### src/rtl/core/wrmt_store.sv
`timescale 1ns / 1ps
// ----------------------------------------------------------------------------
// wrmt_store
// Entry memory: one write port, one read port, registered read data.
// ----------------------------------------------------------------------------
module wrmt_store #(
	parameter int DEPTH  = 32,
	parameter int WIDTH  = 64,
	parameter int ADDR_W = 5
) (
	input  logic              clk,
	input  logic              we,
	input  logic [ADDR_W-1:0] waddr,
	input  logic [WIDTH-1:0]  wdata,
	input  logic              re,
	input  logic [ADDR_W-1:0] raddr,
	output logic [WIDTH-1:0]  rdata
);
	logic [WIDTH-1:0] mem_q [DEPTH];
	logic [WIDTH-1:0] rdata_q;

	always_ff @(posedge clk) begin
		if (we) begin
			mem_q[waddr] <= wdata;
		end
	end

	always_ff @(posedge clk) begin
		if (re) begin
			rdata_q <= mem_q[raddr];
		end
	end

	assign rdata = rdata_q;
endmodule

### config.mk
export PLATFORM = sky130hd
export DESIGN_NAME = wrmt_store
export DESIGN_NICKNAME = d
export VERILOG_FILES = /design/src/rtl/core/wrmt_store.sv
export SDC_FILE = /design/constraint.sdc
export NUM_CORES = 2
export LEC_CHECK = 0
export BUFFER_PORTS_ARGS = -buffer_cell sky130_fd_sc_hd__buf_2
export CAP_MARGIN = 30
export CELL_PAD_IN_SITES_DETAIL_PLACEMENT = 2
export CELL_PAD_IN_SITES_GLOBAL_PLACEMENT = 2
export CORE_UTILIZATION = 56
export CTS_CLUSTER_SIZE = 28
export DETAILED_ROUTE_END_ITERATION = 7
export PLACE_DENSITY_LB_ADDON = 0.1
export SLEW_MARGIN = 10
export SYNTH_ARGS = -nofsm -noshare
export SYNTH_HDL_FRONTEND = slang
export SYNTH_SLANG_ARGS = --single-unit
### constraint.sdc
create_clock -name clk -period 12.29 [get_ports clk]
set_input_delay 1.229 -clock clk [delete_from_list [all_inputs] [get_ports clk]]
set_output_delay 1.229 -clock clk [all_outputs]
set_load 0.005 [all_outputs]
==> results of run 1 <==
[metrics by stage]
step,setup slack (ns),area [µm²],hold WS (ns)
floorplan,7.24,79600,0.798
global placement,6.84,82900,0.834
[cell usage after synthesis (all sizes together)]
master   count
nand3        2
or3          1
clkbuf      55
a22oi        3
inv          1
nand3b       5
o211ai       3
o21ai        9
a211oi       3
mux4       602
nand2b       2
or3b         2
mux2i       38
a221oi      12
buf        101
o2bb2ai      3
o221ai       3
o31a         3
nor2b        4
nand2        3
mux2        74
o22ai       10
nor2        41
edfxtp    2112
and2         4
a22o         1
[kinds of logic after synthesis]
logic type / after synthesis
flip-flops: 2112
AND/OR/NAND/NOR: 64
AO/OA/AOI/OAI: 50
multiplexers: 714
buffers and inverters: 157
==> key figures, run 1 <==
Floorplanning
  – # IOs: approximately 140
  – Num rows: ~140
  – Starting Density: 0.568
  – Die W: roughly 380 µm
  – DIE HEIGHT: 379 µm

Synth
  – Fraction of synthesized area in multiplexers: 0.186
  – Top post-synthesis cells by area: edfxtp_1 (80%), mux4_2 (17%), mux2_2 (1.0%)
  – Synthesized instance count: 3097
  – Compound-Gate Fraction of Synth Area: 0.00462
  – Cell Area, Synth: ~0.080 mm²
  – Largest family of logic cells by synthesized area: multiplexers
  – Syn Nets: roughly 3200
  – Simple-gate share of the synthesized area: 0.00376
  – Synth area leader: edfxtp_1
  – Synth Area in Adders: 0
  – Yosys warnings: 0
  – Sequential fraction of the synthesis area: 0.797
  – Flops & latches, synth: 2112
  – Syn_area_per_cell: between 20 and 30 µm²
  – Synth cell types: 30
  – Share of the synthesized area in the top cell type: 0.797
  – Xor/xnor share of the synthesized area: 0

Run status
  – Failed at: detailed placement
  – Status: stopped before the end
  – Error message: [ERROR DPL-0033] detailed placement checks failed during check placement.

Placement
  – GPL Wtd Cong: about 0.73
  – DP Wirelength: 145000 µm
  – IO Port Bufs: 140
==> inputs of run 2 (changes only) <==
Settings changed: CELL_PAD_IN_SITES_DETAIL_PLACEMENT 2 to unset, CELL_PAD_IN_SITES_GLOBAL_PLACEMENT 2 to unset, CORE_UTILIZATION 56 to 40, CTS_CLUSTER_SIZE 28 to unset, PLACE_DENSITY_LB_ADDON 0.1 to 0.15.
==> run 2 against run 1 <==
Net effect:
- the flow now finishes without violations
- area after synthesis unchanged
- synthesized cell count stayed put
==> key figures, run 2 <==
GRT
  – GRT Util Overall: 0.210
  – GRT Residual Overflow: 0
  – Initial antenna violation count: 30
  – Vias in the first global route: between 30000 and 40000
  – Global-route wire length before repair: 289000 µm
  – Largest net degree at the start of global routing: between 100 and 150

Timing
  – Fin crit share: 0.348
  – Least-Margin Pin Slew: 1.03 ns
  – Hold Worst Slack: 0.854 ns
  – Setup TNS: 0 ns
  – Fmax: 234 MHz
  – Worst clock skew: between 0.03 and 0.04 ns
  – RSZ-0062 raised after global routing: false
  – Final worst slack: roughly 8 ns
  – Max-slew violations: 0
  – Final min period: approximately 4.3 ns
  – Final setup vio count: 0
  – Final Hold Fails: 0
  – Slew Limit Headroom: 0.311

Route
  – DRT iter0 DRCs: approximately 4000
  – 1st-pass router iterations: 5
  – DR WL/cell: roughly 34 µm
  – Vias: roughly 36000
  – Met3 WL: between 10000 and 15000 µm
  – Final WL: 209000 µm
  – Antenna-violating nets left: 0
  – Top layer in use: met5
  – DRC: 0
  – M1 wire length: slightly below 90000 µm
  – DR vias/cell: roughly 5.7
  – Met2 Wirelength: roughly 110000 µm

Synth
  – Synth cell types: 30
  – Top post-synthesis cells by area: edfxtp_1 (80%), mux4_2 (17%), mux2_2 (1.0%)
  – Synthesized instance count: 3097
  – Main flop type after synthesis: edfxtp_1
  – Share of the synthesized area in the top cell type: 0.797
  – Syn_area_per_cell: between 20 and 30 µm²
  – EDFF count, synth: around 2100
  – Synth area leader: edfxtp_1
  – Post-synth ARST share: 0
  – Most common cell in the netlist: edfxtp_1
  – Yosys warnings: 0
  – Sequential fraction of the synthesis area: 0.797
  – Flops & latches, synth: ~2100
  – Syn Nets: ~3200
  – Cell Area, Synth: 0.0796 mm²
  – Commonest cells in the netlist: edfxtp_1 (2112), mux4_2 (602), mux2_2 (74)

Floorplanning
  – # IOs: 141
  – Core area: a little under 0.2 mm²
  – Die Area: roughly 0.20 mm²
  – Die W: 448 µm
  – DIE HEIGHT: around 450 µm
  – Starting Density: 0.403
  – Num rows: about 160

Layout
  – Reg with most FFs: mem_q
  – Max reg flops: just over 2000
  – Most frequent cells in the layout: edfxtp_1 (2112), mux4_2 (602), clkbuf_16 (218)
  – Share of post-route cells with drive strength above 1: 0.354
  – Nets: around 3500
  – Finished Cell Area: between 0.09 and 0.1 mm²
  – Area growth from synthesis to layout: 14.7%
  – Most common cell after layout, fill and taps aside: edfxtp_1
  – Filler instances: ~16000

Placement
  – Pre-CTS setup slack: between 6 and 7 ns
  – IO Port Bufs: 140
  – DP Wirelength: 104000 µm
  – GPL Wtd Cong: between 0.7 and 0.8
  – Post-DP Area: around 0.084 mm²

Hold path
  – Hold path start: mem_q[4][34]
  – HP Class: flip-flop to flip-flop
  – Hold Path Depth: 3
  – Hold Crit Endpoint: rdata[34]

Critical path
  – Crit start category: primary input
  – R2r startpoint: mem_q[31][45]
  – Crit Path Category: primary input to flip-flop
  – Max FO, Critical Path: 65
  – Reg-to-reg critical path endpoint: rdata[45]
  – CP arrival: approximately 4.8 ns
  – R2r setup slk: between 10 and 15 ns
  – WP data required: 12.86 ns
  – CP endpoint kind: flip-flop
  – Reg2reg path depth: 3

Clock tree
  – Root buffer cell: clkbuf_16
  – Setup Buffers After CTS: 0
  – Worst skew pair latency: between 0.8 and 0.9 ns
  – Post-CTS Hold Buffers: 0
  – Cts bufs inserted: around 210
  – CTS tree: yes
  – Max Root-Sink Buffers: 3
  – H-tree lvl count: 4
  – Clk pin slew, worst setup/hold paths: 0.06 ns
  – Clk sinks: about 2100
  – # resized after CTS: 0

Flow run
  – Max-cap check violation count: 0

Power and ir drop
  – PwrDens: around 170 mW/mm²
  – Leak: about 0.028 µW
  – Worst vdd ir: 0.122 mV

Run status
  – Status: finished clean
run 2: through the flow:
stage / total power [µW] / util / std cells
2_1_floorplan: 8620 / - / 3097
3_3_place_gp: 8890 / 0.425 / 5809
3_5_place_dp: 8920 / 0.426 / 5820
4_1_cts: 15400 / 0.462 / 6217
5_1_grt: 15700 / 0.462 / 6224
6_report: 15300 / 0.462 / 6226
run 2: cell families (layout without fill, tap and decap cells):
| kind of cell | after synthesis | after routing | share of synthesized area |
|---|---|---|---|
| buffers and inverters | 157 | 641 | 0.00937 |
| flip-flops | 2112 | 2112 | 0.797 |
| AND/OR/NAND/NOR | 64 | 64 | 0.00376 |
| other | 0 | 5 | 0 |
| AO/OA/AOI/OAI | 50 | 50 | 0.00462 |
| multiplexers | 714 | 714 | 0.186 |
run 2: worst max path at each step:
stage / start / endpoint
floorplan: waddr[1] / mem_q[12][0]
global placement: raddr[0] / rdata[20]
detailed placement: raddr[0] / rdata[1]
CTS: raddr[0] / rdata[1]
global route: raddr[0] / rdata[15]
finish: raddr[0] / rdata[17]
run 2: critical path, stage by stage:
cell and delay (ns):
buf_8 0.56, buf_4 0.77, buf_4 0.79, mux4_2 0.60
mux4_2 0.49, mux2_2 0.27
run 2: power by group:
group | switching (µW) | total (µW) | internal, µW
Combinational | 384 | 679 | 295
Clock | 2710 | 6510 | 3800
Sequential | 33.1 | 8070 | 8040
run 2: per-layer routing:
| metal | vias up | GRT usage |
|---|---|---|
| li1 | 14200 | - |
| met1 | 19800 | 0.286 |
| met2 | 1261 | 0.353 |
| met3 | 308 | 0.0371 |
| met4 | 20 | 0.0483 |
| met5 | - | 0 |
run 2: cell type report:
cell class,instances,area (µm²),share of cell area
multi-input combinational,828,15700,0.172
clock inverter,141,1440,0.0158
timing repair buffer,243,1810,0.0198
inverter,1,3.75,0.0000411
clock buffer,256,5600,0.0613
tap,2640,3300,0.0362
sequential,2112,63400,0.695
antenna,5,12.5,0.000137
(Power assumes the default switching activity.)
